$ cat config.mk
export PLATFORM = sky130hd
export DESIGN_NAME = event_packet_deframer
export DESIGN_NICKNAME = d
export VERILOG_FILES = /design/src/hw/rtl/epd_pkg.sv /design/src/hw/rtl/epd_parser.sv /design/src/hw/rtl/event_packet_deframer.sv
export SDC_FILE = /design/constraint.sdc
export NUM_CORES = 1
export LEC_CHECK = 0
export CELL_PAD_IN_SITES_DETAIL_PLACEMENT = 1
export CELL_PAD_IN_SITES_GLOBAL_PLACEMENT = 1
export CORE_MARGIN = 2
export CORE_UTILIZATION = 51
export DETAILED_ROUTE_END_ITERATION = 6
export DONT_BUFFER_PORTS = 1
export PLACE_DENSITY_LB_ADDON = 0.1
export SYNTH_ARGS = -nofsm -noshare
export SYNTH_HDL_FRONTEND = slang
export SYNTH_SLANG_ARGS = --single-unit
$ cat constraint.sdc
create_clock -name clk -period 19.4 [get_ports clk]
set_input_delay 1.94 -clock clk [delete_from_list [all_inputs] [get_ports clk]]
set_output_delay 1.94 -clock clk [all_outputs]
set_load 0.02 [all_outputs]
$ cat src/hw/rtl/epd_pkg.sv
// ----------------------------------------------------------------------------
// epd_pkg
// Shared types and constants for the event packet deframer.
// ----------------------------------------------------------------------------
package epd_pkg;

  localparam int unsigned HEADER_BYTES = 4;
  localparam int unsigned EVENT_BYTES  = 12;
  localparam int unsigned NUM_WORDS    = 5;

  typedef enum logic [1:0] {
    PH_HEADER = 2'd0,
    PH_COUNT  = 2'd1,
    PH_EVENT  = 2'd2
  } phase_t;

  typedef struct packed {
    logic [31:0]                 seq_number;
    logic [7:0]                  event_cmd;
    logic [7:0]                  event_src;
    logic [NUM_WORDS-1:0][15:0]  words;
    logic                        has_event;
    logic                        packet_end;
    logic                        truncated;
  } result_t;

endpackage

$ cat src/hw/rtl/epd_parser.sv
// ----------------------------------------------------------------------------
// epd_parser
// Byte-wise packet parser: tracks header, count and event phases and forms
// one result for each byte that completes an event or ends the packet.
// ----------------------------------------------------------------------------
module epd_parser
  import epd_pkg::*;
(
  input  logic       clk,
  input  logic       rst,
  input  logic       accept,
  input  logic [7:0] data_byte,
  input  logic       last_byte,
  output logic       res_valid,
  output result_t    res
);

  phase_t      phase, phase_step, phase_next;
  logic [3:0]  byte_index, byte_index_next, index_inc;
  logic [31:0] seq_reg, seq_reg_next;
  logic [15:0] events_left, events_left_next;
  logic [7:0]  count_high, count_high_next;
  logic [7:0]  cmd_reg, cmd_reg_next;
  logic [7:0]  src_reg, src_reg_next;
  logic [7:0]  word_high, word_high_next;
  logic [NUM_WORDS-1:0][15:0] word_store, word_store_next;
  logic [2:0]  word_sel;
  logic        done_event;

  assign index_inc = byte_index + 4'd1;
  assign word_sel  = 3'((byte_index - 4'd3) >> 1);

  // Phase sequencing; the phase after this byte decides truncation.
  always_comb begin
    phase_step = phase;
    case (phase)
      PH_COUNT: begin
        if (byte_index != 4'd0) begin
          phase_step = ({count_high, data_byte} != 16'd0) ? PH_EVENT : PH_COUNT;
        end
      end
      PH_EVENT: begin
        if (index_inc >= 4'(EVENT_BYTES) && events_left == 16'd1) begin
          phase_step = PH_COUNT;
        end
      end
      default: begin
        phase_step = (index_inc >= 4'(HEADER_BYTES)) ? PH_COUNT : PH_HEADER;
      end
    endcase
    phase_next = last_byte ? PH_HEADER : phase_step;
  end

  // Field capture and counters.
  always_comb begin
    byte_index_next  = byte_index;
    seq_reg_next     = seq_reg;
    events_left_next = events_left;
    count_high_next  = count_high;
    cmd_reg_next     = cmd_reg;
    src_reg_next     = src_reg;
    word_high_next   = word_high;
    word_store_next  = word_store;
    done_event       = 1'b0;
    case (phase)
      PH_COUNT: begin
        if (byte_index == 4'd0) begin
          count_high_next = data_byte;
          byte_index_next = 4'd1;
        end else begin
          events_left_next = {count_high, data_byte};
          byte_index_next  = 4'd0;
        end
      end
      PH_EVENT: begin
        if (byte_index == 4'd0) begin
          cmd_reg_next = data_byte;
        end else if (byte_index == 4'd1) begin
          src_reg_next = data_byte;
        end else if (!byte_index[0]) begin
          word_high_next = data_byte;
        end else begin
          for (int k = 0; k < NUM_WORDS; k++) begin
            if (word_sel == 3'(k)) begin
              word_store_next[k] = {word_high, data_byte};
            end
          end
        end
        if (index_inc >= 4'(EVENT_BYTES)) begin
          done_event       = 1'b1;
          byte_index_next  = 4'd0;
          events_left_next = events_left - 16'd1;
        end else begin
          byte_index_next = index_inc;
        end
      end
      default: begin
        seq_reg_next    = {seq_reg[23:0], data_byte};
        byte_index_next = (index_inc >= 4'(HEADER_BYTES)) ? 4'd0 : index_inc;
      end
    endcase
    if (last_byte) begin
      byte_index_next  = 4'd0;
      events_left_next = 16'd0;
    end
  end

  always_comb begin
    res            = '0;
    res_valid      = accept && (done_event || last_byte);
    res.seq_number = seq_reg_next;
    if (done_event) begin
      res.event_cmd = cmd_reg_next;
      res.event_src = src_reg_next;
      res.words     = word_store_next;
      res.has_event = 1'b1;
    end
    if (last_byte) begin
      res.packet_end = 1'b1;
      res.truncated  = (phase_step != PH_COUNT);
    end
  end

  always_ff @(posedge clk) begin
    if (rst) begin
      phase       <= PH_HEADER;
      byte_index  <= 4'd0;
      seq_reg     <= 32'd0;
      events_left <= 16'd0;
      count_high  <= 8'd0;
      cmd_reg     <= 8'd0;
      src_reg     <= 8'd0;
      word_high   <= 8'd0;
      word_store  <= '0;
    end else if (accept) begin
      phase       <= phase_next;
      byte_index  <= byte_index_next;
      seq_reg     <= seq_reg_next;
      events_left <= events_left_next;
      count_high  <= count_high_next;
      cmd_reg     <= cmd_reg_next;
      src_reg     <= src_reg_next;
      word_high   <= word_high_next;
      word_store  <= word_store_next;
    end
  end

endmodule

$ cat src/hw/rtl/event_packet_deframer.sv
// ----------------------------------------------------------------------------
// event_packet_deframer
// Deframes event packets arriving one byte per request into event results.
// ----------------------------------------------------------------------------
// Output: the result of an accepted byte is registered into the output
// register, or into the skid register while the output is held.
// Throughput: one byte per cycle while in_stall is low; a one-entry skid register behind
// the output register catches a result made while the output is held, and then raises in_stall.
// Reset: synchronous rst returns the parser to the header phase, clears all
// counters and empties the output and skid registers.
module event_packet_deframer
  import epd_pkg::*;
(
  input  logic        clk,
  input  logic        rst,
  input  logic        in_valid,
  output logic        in_stall,
  input  logic [7:0]  data_byte,
  input  logic        last_byte,
  output logic        out_valid,
  input  logic        out_stall,
  output logic [31:0] seq_number,
  output logic [7:0]  event_cmd,
  output logic [7:0]  event_src,
  output logic [15:0] word0,
  output logic [15:0] word1,
  output logic [15:0] word2,
  output logic [15:0] word3,
  output logic [15:0] word4,
  output logic        has_event,
  output logic        packet_end,
  output logic        truncated
);

  logic    accept;
  logic    res_valid;
  result_t res;
  result_t out_data;
  result_t skid_data;
  logic    skid_valid;

  assign in_stall = skid_valid;
  assign accept   = in_valid && !in_stall;

  epd_parser u_parser (
    .clk       (clk),
    .rst       (rst),
    .accept    (accept),
    .data_byte (data_byte),
    .last_byte (last_byte),
    .res_valid (res_valid),
    .res       (res)
  );

  // Output register with a skid entry that catches a result produced while
  // the output is held.
  always_ff @(posedge clk) begin
    if (rst) begin
      out_valid  <= 1'b0;
      skid_valid <= 1'b0;
    end else if (!out_valid || !out_stall) begin
      if (skid_valid) begin
        out_valid  <= 1'b1;
        skid_valid <= 1'b0;
      end else begin
        out_valid <= res_valid;
      end
    end else if (res_valid) begin
      skid_valid <= 1'b1;
    end
  end

  always_ff @(posedge clk) begin
    if (!out_valid || !out_stall) begin
      out_data <= skid_valid ? skid_data : res;
    end else if (res_valid) begin
      skid_data <= res;
    end
  end

  assign seq_number = out_data.seq_number;
  assign event_cmd  = out_data.event_cmd;
  assign event_src  = out_data.event_src;
  assign word0      = out_data.words[0];
  assign word1      = out_data.words[1];
  assign word2      = out_data.words[2];
  assign word3      = out_data.words[3];
  assign word4      = out_data.words[4];
  assign has_event  = out_data.has_event;
  assign packet_end = out_data.packet_end;
  assign truncated  = out_data.truncated;

endmodule

# Word-level counts from Yosys, hierarchy flattened
# Index checks and enable logic that the tools add are counted.
word_totals:
  output_inout_bits: 133
  regBits: 430
op_classes:
  muxes: 36
  reduce_logical: 19
  eq_ne: 11
  n_bitwise: 4
  magnitude_cmp: 2
  n_addsub: 3
ops:
  columns: ["operator", "count"]
  rows:
  - ["2-to-1 mux 80 bit", 4]
  - ["2-to-1 mux 131 bit", 1]
  - ["2-to-1 mux 16 bit", 8]
  - ["2-to-1 mux 97 bit", 1]
  - ["2-to-1 mux 8 bit", 5]
  - ["2-to-1 mux 32 bit", 1]
  - ["one-hot mux 16 bit (2 select lines)", 1]
  - ["equality test 16 x 1 -> 1 bit, second input constant", 1]
  - ["nonzero test 16 bit", 1]
  - ["subtractor 16 x 1 -> 16 bit, second input constant", 1]
  - ["2-to-1 mux 4 bit", 3]
  - ["2-to-1 mux 2 bit", 5]
  - ["one-hot mux 4 bit (2 select lines)", 1]
  - ["equality test 3 x 2 -> 1 bit, second input constant", 2]
  - ["2-to-1 mux 1 bit", 5]
  - ["AND reduction 5 bit", 1]
  - ["adder 4 x 1 -> 4 bit, second input constant", 1]
  - ["equality test 4 x 1 -> 1 bit, second input constant", 1]
  - ["greater-or-equal comparator 4 x 3 -> 1 bit, second input constant", 1]
  - ["greater-or-equal comparator 4 bit, second input constant", 1]
  - ["zero test 4 bit", 1]
  - ["NOT 1 bit", 4]
  - ["one-hot mux 2 bit (2 select lines)", 1]
  - ["AND reduction 4 bit", 1]
  - ["other kinds (17)", 23]

# Longest topological paths before layout
# Gate-level depths: netlist of run 1.
depth:
  word_depth: 9
  mapped_depth: 11
  mapped_depth_nobuf: 8

# Modules after synthesis
# From an unflattened synthesis of run 1, not the netlist that was laid out.
unflattened:
  hier_cells: 1541
  hier_area_um2: 18625.4
modules_own_cells:
  columns: ["mod", "seq_area_each_um2", "instances", "area_each_um2", "cells_per_inst"]
  rows:
  - ["event_packet_deframer", 7907.6, 1, 9799.4, 416]
  - ["epd_parser", 3323.2, 1, 8826.0, 1125]

# Worst setup path after synthesis of run 1
# No wires, ideal clock.
synth_timing:
  path_kind: "input -> register"
  start: "input port out_stall"
  end: "register skid_data[0] in the netlist's numbering, enable pin"
  stages: 2
  required_ns: 18.584
  arrival_ns: 14.444
  setup_time_ns: 0.816
  slack_ns: 4.141
  cell_sequence: "nand2_1 -> a211oi_1"
synth_via:
  elab_chain_cells: 4
synth_rtl:
  columns: ["item", "line_no", "source"]
  rows:
  - ["from (decl)", "event_packet_deframer.sv:21", "input logic out_stall,"]
  - ["zero test 1 bit", "event_packet_deframer.sv:74", "if (!out_valid || !out_stall) begin"]
  - ["logical OR 1 bit", "event_packet_deframer.sv:74", null]
  - ["NOT 1 bit (no line)", null, null]
  - ["AND reduction 2 bit (no line)", null, null]
  - ["to (signal assigned)", "event_packet_deframer.sv:77", "skid_data <= res;"]
  - ["to (decl)", "event_packet_deframer.sv:39", "result_t skid_data;"]
# Every way passes these cells.
# A chain may end at the register's enable or synchronous reset.

# Worst setup path after layout of run 1
layout_timing:
  start: "register u_parser.byte_index[0]"
  end: "register skid_data[127] in the netlist's numbering, enable pin"
layout_via:
  elab_chain_cells: 7
layout_rtl:
  columns: ["item", "line_no", "source"]
  rows:
  - ["from (decl)", "epd_parser.sv:19", "logic [3:0] byte_index, byte_index_next, index_inc;"]
  - ["from (signal assigned)", "epd_parser.sv:137", "byte_index <= byte_index_next;"]
  - ["adder 4 x 1 -> 4 bit", "epd_parser.sv:30", "assign index_inc = byte_index + 4'd1;"]
  - ["greater-or-equal comparator 4 bit", "epd_parser.sv:89", "if (index_inc >= 4'(EVENT_BYTES)) begin"]
  - ["2-to-1 mux 1 bit", "epd_parser.sv:89", null]
  - ["2-to-1 mux 1 bit", "epd_parser.sv:65", "case (phase)"]
  - ["logical OR 1 bit", "epd_parser.sv:110", "res_valid = accept && (done_event || last_byte);"]
  - ["logical AND 1 bit", "epd_parser.sv:110", null]
  - ["AND reduction 2 bit (no line)", null, null]
# Every way passes these cells.

==> metrics, run 1 <==
Pleak 0.00753 uW; path class of the lowest-slack min-delay path flip-flop to flip-flop; filler cell count in the final layout 3,718; Clock Tree Buf Depth 3; actual slew at the worst max-slew pin 1210 ps; CTS H-tree lvls 2; Post-Syn Instances 1,664; Synth Area per Inst 11.0 um^2; initial antenna violation count 0; number of distinct library cell variants in the gate-level netlist after synthesis 65; master of the slowest instance on the critical path buf_4; number of warning messages in the yosys log 0; ratio of total power to cell area 97.1 mW/mm^2; CP dominant cell by count buf_4; Initial Util 51.6%; Max Fclk 247 MHz; summed instance area of the synthesized netlist 0.0183 mm^2; Root Driver clkbuf_16; crit-path max FO 57; non-filler instance count after layout 2,092; required time reported for the critical path endpoint 19,570 ps; category of the worst setup path capture point flip-flop; count of inserted antenna diode cells 0; register bit total from synthesis 430; fin nets 1,615; overflow left after global routing 0; cell type contributing the most total cell area after synthesis edfxtp_1; logic depth of the worst register-to-register path 8; Row Count 69; chip width 193 um; registers with the highest flip-flop counts skid_data x131, u_parser.word_store x80; Final Hold Viols 0; Setup CP Type flip-flop to flip-flop; Total Die Area 0.0374 mm^2; Post-CTS Setup Inserts 0; beginning of the critical path u_parser.byte_index[0]$_SDFFE_PP0P_; number of optimization iterations in the first detailed-route pass 5; critical path data arrival time 4220 ps; Worst Slack Setup Final 15,350 ps; overall routed net length 46.5 mm; part of the cycle the worst path needs 20.9%; flip-flop and latch area 0.0112 mm^2; chain of cells forming the critical path ha_1 -> nand2b_1 -> o21ai_1 -> a21o_1 -> nand2_4 -> a211oi_4 -> buf_4 -> buf_4; post-detailed-route via-to-cell ratio 5.84; combined global-route utilization of all metal layers 24.7%; Resize count post-CTS 0; cts bufs inserted 45; delay contributed by the slowest stage of the critical path 750 ps; Setup crit start kind flip-flop; count of flip-flops with a built-in enable after synthesis 262; number of design rule violations left after detail routing 0; total number of clock tree sinks 430; share of final-layout standard cells stronger than drive strength 1 10.5%; cell count of the worst hold path 2; FF-to-FF setup slack 15,350 ps; Synth Net Count 1,684; via count of the first global-routing pass 12,600; cts hold-fix bufs 0; register ranked first by flip-flop count skid_data; violation count after the first detailed-route iteration 847; final slew viol count 0; startpoint of the tightest hold check path u_parser.word_store[51]$_SDFFE_PP0P_; TritonCTS clock tree done; unrepaired setup endpoints after global routing false; clock latency reported for the late side of the worst-skew pair 560 ps; Placed Cells incl. Taps 2,009; floorplan core area 0.0354 mm^2; area growth from synthesis to layout 8.54%; number of input and output port buffers inserted 0; Reg2Reg Launch Point u_parser.byte_index[0]$_SDFFE_PP0P_; vias 12,200; Vert. Die Dim 193 um; Bufs and invs on worst path 2; maximum number of pins on one net before global-route repair 161; DP Worst Slack 14,870 ps; overall power after layout 1930 uW; main flop type after synthesis edfxtp_1; largest cells by area after synthesis edfxtp_1, dfxtp_1, nand2_1, mux2i_1, mux2_2; critical register-to-register path endpoint skid_data[127]$_DFFE_PP_; Yosys top cell area share 43.1%; asr flop ratio synth 0%; multi-input combinational cell area 0.00636 mm^2; last weighted congestion value of the routability-driven placer 0.807; worst-case hold slack 455 ps; worst voltage drop across the vdd grid 0.0000708 V; clock-pin slew on the worst setup and hold paths 60 ps; end point of the worst hold path u_parser.word_store[51]$_SDFFE_PP0P_; slew margin rel. 19.3%; Boundary Pins 146; first-pass GRT wire length 73.2 mm; setup_tns 0 ps; antenna viol nets, final 0; Setup Skew 23.1 ps; run status completed; drt wl/cell 22.2 um; dominant delay contributor by cell family on the critical path buffers and inverters; Setup Viol. Count Final 0; sequential-to-total area share from yosys stat 61.5%; time the final worst path needs with I/O delays and setup 4050 ps; Post-DP HPWL 27.7 mm; maxcap violations 0; Largest register FFs 131
-- how the worst max path moves through the flow --
stage,cells after the start,slack (ps),end
after floorplan,2,4140,skid_data[0]$_DFFE_PP_
after global placement,4,14940,skid_data[111]$_DFFE_PP_
after detailed placement,4,14870,skid_data[111]$_DFFE_PP_
after CTS,8,15330,skid_data[127]$_DFFE_PP_
after global routing,8,15120,skid_data[127]$_DFFE_PP_
final,8,15350,skid_data[127]$_DFFE_PP_
-- power by group --
part | leakage [uW] | internal (uW) | switching (uW)
clock network | 0.000717 | 510 | 356
registers | 0.00418 | 987 | 29.3
logic | 0.00264 | 15.8 | 27.4
-- Yosys cell counts (4+ instances only) --
cell	instances
dfxtp_1	168
a31oi_1	5
nand2_1	318
buf_2	23
or4_1	5
edfxtp_1	262
buf_6	14
o221ai_1	5
a21oi_1	122
nor4_1	6
o31a_1	4
nor2_1	196
o21ai_0	50
nor3_1	41
clkbuf_2	4
buf_1	18
buf_4	5
nand2b_1	9
mux2_2	73
ha_1	7
nand4_1	7
a221o_1	8
clkbuf_1	70
a211oi_1	4
o31ai_1	43
inv_1	12
mux2i_1	108
nand3_1	17
-- layout make-up --
type                            instances  area share (%)
Multi-Input combinational cell       1085            32.1
Timing Repair Buffer                   18           0.681
Inverter                               15           0.284
Sequential cell                       430            56.6
Clock buffer                           59            6.15
Tap cell                              461            2.91
Clock inverter                         24            1.26
-- worst register-to-register path, stage by stage, from the launching register on --
cell and delay [ps]:
dfxtp_1 560, ha_1 450, nand2b_1 170, o21ai_1 160
a21o_1 250, nand2_4 270, a211oi_4 360, buf_4 590
buf_4 780
-- metal layers --
layer / vias to the layer above / global-route usage (%) / wire (um)
met3: 64 / 4.83 / 2220
met5: - / 0 / 0
li1: 5720 / - / -
met4: 0 / 5.57 / 842
met1: 6178 / 32.6 / 20500
met2: 251 / 42.1 / 23000
-- per-stage QoR --
step | cell area [um^2] | util [%]
after floorplan | 18300 | -
after global placement | 18400 | 51.9
after detailed placement | 18400 | 51.9
after CTS | 19800 | 56.0
after global routing | 19800 | 56.0
final | 19800 | 56.0
-- layout by cell type (no fill, tap or decap), types with 3 or more instances in the layout --
cell,instances
nand3_1,17
mux2i_1,108
clkbuf_16,46
xnor2_1,3
a21oi_1,122
nor2_8,3
bufinv_16,5
a21o_1,3
and3_1,3
clkinv_2,5
a31oi_1,5
a21boi_0,3
mux2_2,73
o21ai_0,50
o31ai_1,43
inv_1,12
o31a_1,4
nor4_1,6
nand4_1,7
nor2_1,196
buf_4,18
nor3_1,41
nand2_1,317
clkbuf_1,11
dfxtp_1,167
a221o_1,8
ha_1,7
clkinv_1,13
or4_1,5
o221ai_1,5
nand2b_4,3
nand2b_1,8
a22o_1,3
and2_1,3
a211oi_1,3
edfxtp_1,262
-- logic make-up (layout without fill, tap and decap cells) --
kind of cell	after synthesis	after routing	synth area share [%]
AND/OR/NAND/NOR	620	620	14.2
flip-flops	430	430	61.5
AO/OA/AOI/OAI	273	273	9.31
multiplexers	181	181	10.4
buffers and inverters	149	116	3.92
adder cells (fa/ha/maj)	7	7	0.479
XOR/XNOR	4	4	0.192
(Power assumes the default switching activity.)
==> run 2: changes to the inputs <==
clock period = 4.2 ns   (was 19.4 ns; I/O delays follow)
==> metrics, run 2 (synthesis gave the netlist of run 1 again) <==
Setup crit start kind flip-flop; part of the cycle the worst path needs 74.6%; Placed Cells incl. Taps 2,011; slew margin rel. 18.1%; fin nets 1,628; ratio of total power to cell area 449 mW/mm^2; most frequent standard cell in the layout excluding fill and tap cells nand2_1; Clock Tree Buf Depth 3; Setup CP Type flip-flop to flip-flop; Bufs and invs on worst path 2; Setup Viol. Count Final 0; critical path data arrival time 3400 ps; Post-CTS Setup Inserts 0; unrepaired setup endpoints after global routing false; Total Die Area 0.0374 mm^2; Max Fclk 319 MHz; Resize count post-CTS 0; final slew viol count 0; chip width 193 um; DP Worst Slack 1120 ps; number of input and output port buffers inserted 0; non-filler instance count after layout 2,106; category of the worst setup path capture point flip-flop; worst voltage drop across the vdd grid 0.000407 V; cts hold-fix bufs 11; registers with the highest flip-flop counts skid_data x131, u_parser.word_store x80; run status completed; Reg2Reg Launch Point u_parser.phase[0]$_SDFFE_PP0P_; antenna viol nets, final 0; setup_tns 0 ps; maximum number of pins on one net before global-route repair 155; via count of the first global-routing pass 13,000; cts bufs inserted 45; path class of the lowest-slack min-delay path primary input to flip-flop; end point of the worst hold path u_parser.word_store[19]$_SDFFE_PP0P_; critical register-to-register path endpoint word4[5]$_DFFE_PP_; sequential share of power 52.2%; Initial Util 51.6%; number of optimization iterations in the first detailed-route pass 5; first-pass GRT wire length 77.0 mm; register ranked first by flip-flop count skid_data; Final Util 56.7%; Setup Skew 18.0 ps; switching share of power 21.8%; delay contributed by the slowest stage of the critical path 1090 ps; clock latency reported for the late side of the worst-skew pair 560 ps; last weighted congestion value of the routability-driven placer 0.811; fraction of power consumed by combinational cells 2.8%; violation count after the first detailed-route iteration 696; top library cells by usage in the layout, fill and taps aside nand2_1, edfxtp_1, nor2_1; required time reported for the critical path endpoint 4470 ps; FF-to-FF setup slack 1070 ps; Worst Slack Setup Final 1070 ps; vias 12,500; Boundary Pins 146; Root Driver clkbuf_16; Final Hold Viols 0; Clk pwr share 45.0%; overflow left after global routing 0; area growth from synthesis to layout 9.81%; P_sw 1970 uW; filler cell count in the final layout 3,695; floorplan core area 0.0354 mm^2; Post-DP HPWL 27.7 mm; post-detailed-route via-to-cell ratio 5.91; maxcap violations 0; cell-internal power 7040 uW; number of design rule violations left after detail routing 0; count of inserted antenna diode cells 0; Row Count 69; Vert. Die Dim 193 um; share of final-layout standard cells stronger than drive strength 1 11.4%; TritonCTS clock tree done; combined global-route utilization of all metal layers 26.3%; clock-pin slew on the worst setup and hold paths 60 ps; chain of cells forming the critical path inv_1 -> ha_1 -> buf_4 -> o311ai_1 -> or4_1 -> mux2i_1 -> o21ai_0; CTS H-tree lvls 2; drt wl/cell 23.5 um; master of the slowest instance on the critical path or4_1; Pleak 0.00762 uW; dominant delay contributor by cell family on the critical path simple AND/OR/NAND/NOR gates; worst-case hold slack 21.2 ps; Largest register FFs 131; initial antenna violation count 1; startpoint of the tightest hold check path data_byte[3]; logic depth of the worst register-to-register path 7; cell count of the worst hold path 2; total number of clock tree sinks 430; time the final worst path needs with I/O delays and setup 3130 ps; overall routed net length 49.6 mm; actual slew at the worst max-slew pin 1230 ps; crit-path max FO 18
[run 2: cell types whose count changed in the layout (fill, tap and decap cells not counted), sizes merged]
| cell | delta |
|---|---|
| clkinv | -5 |
| dlygate4sd3 | +10 |
| inv | +1 |
| clkinvlp | +2 |
| buf | +3 |
| clkbuf | +3 |
[run 2: worst max path at each step]
stage	depth (start not counted)	endpoint	start	slack [ps]
3_3_place_gp	8	u_parser.events_left[15]$_SDFFE_PP0P_	u_parser.byte_index[1]$_SDFFE_PP0P_	1180
4_1_cts	7	word4[5]$_DFFE_PP_	u_parser.phase[0]$_SDFFE_PP0P_	1090
3_5_place_dp	7	word4[5]$_DFFE_PP_	u_parser.phase[0]$_SDFFE_PP0P_	1120
5_1_grt	7	u_parser.events_left[13]$_SDFFE_PP0P_	u_parser.byte_index[2]$_SDFFE_PP0P_	850
6_report	7	word4[5]$_DFFE_PP_	u_parser.phase[0]$_SDFFE_PP0P_	1070
2_1_floorplan	9	skid_data[0]$_DFFE_PP_	u_parser.byte_index[0]$_SDFFE_PP0P_	-1040
[run 2: final cells by class]
type	count	area (um^2)	share of cell area, %
flip-flops and latches	430	11200	56.0
inverters	15	56.3	0.281
repair buffers	31	303	1.51
clock inverters	22	244	1.22
multi-input cells	1085	6390	31.9
clock buffers	62	1250	6.24
well taps	461	577	2.87
[run 2: power groups by stage]
stage / Sequential [uW] / Clock, uW / Combinational [uW]
after floorplan: 4760 / 0 / 190
after global placement: 4790 / 0 / 197
after detailed placement: 4790 / 0 / 205
after CTS: 4700 / 4120 / 257
after global routing: 4700 / 4300 / 281
final: 4700 / 4050 / 256
[run 2: through the flow]
step	total power (uW)	area, um^2
floorplan	4950	18300
global placement	4980	18400
detailed placement	4990	18400
CTS	9080	20100
global route	9280	20100
finish	9010	20100
[run 2: per-layer routing]
metal	GRT usage, %	routed length, um
met5	0	0
met4	10.8	2020
met3	3.78	1930
met2	44.2	23900
met1	34.3	21700
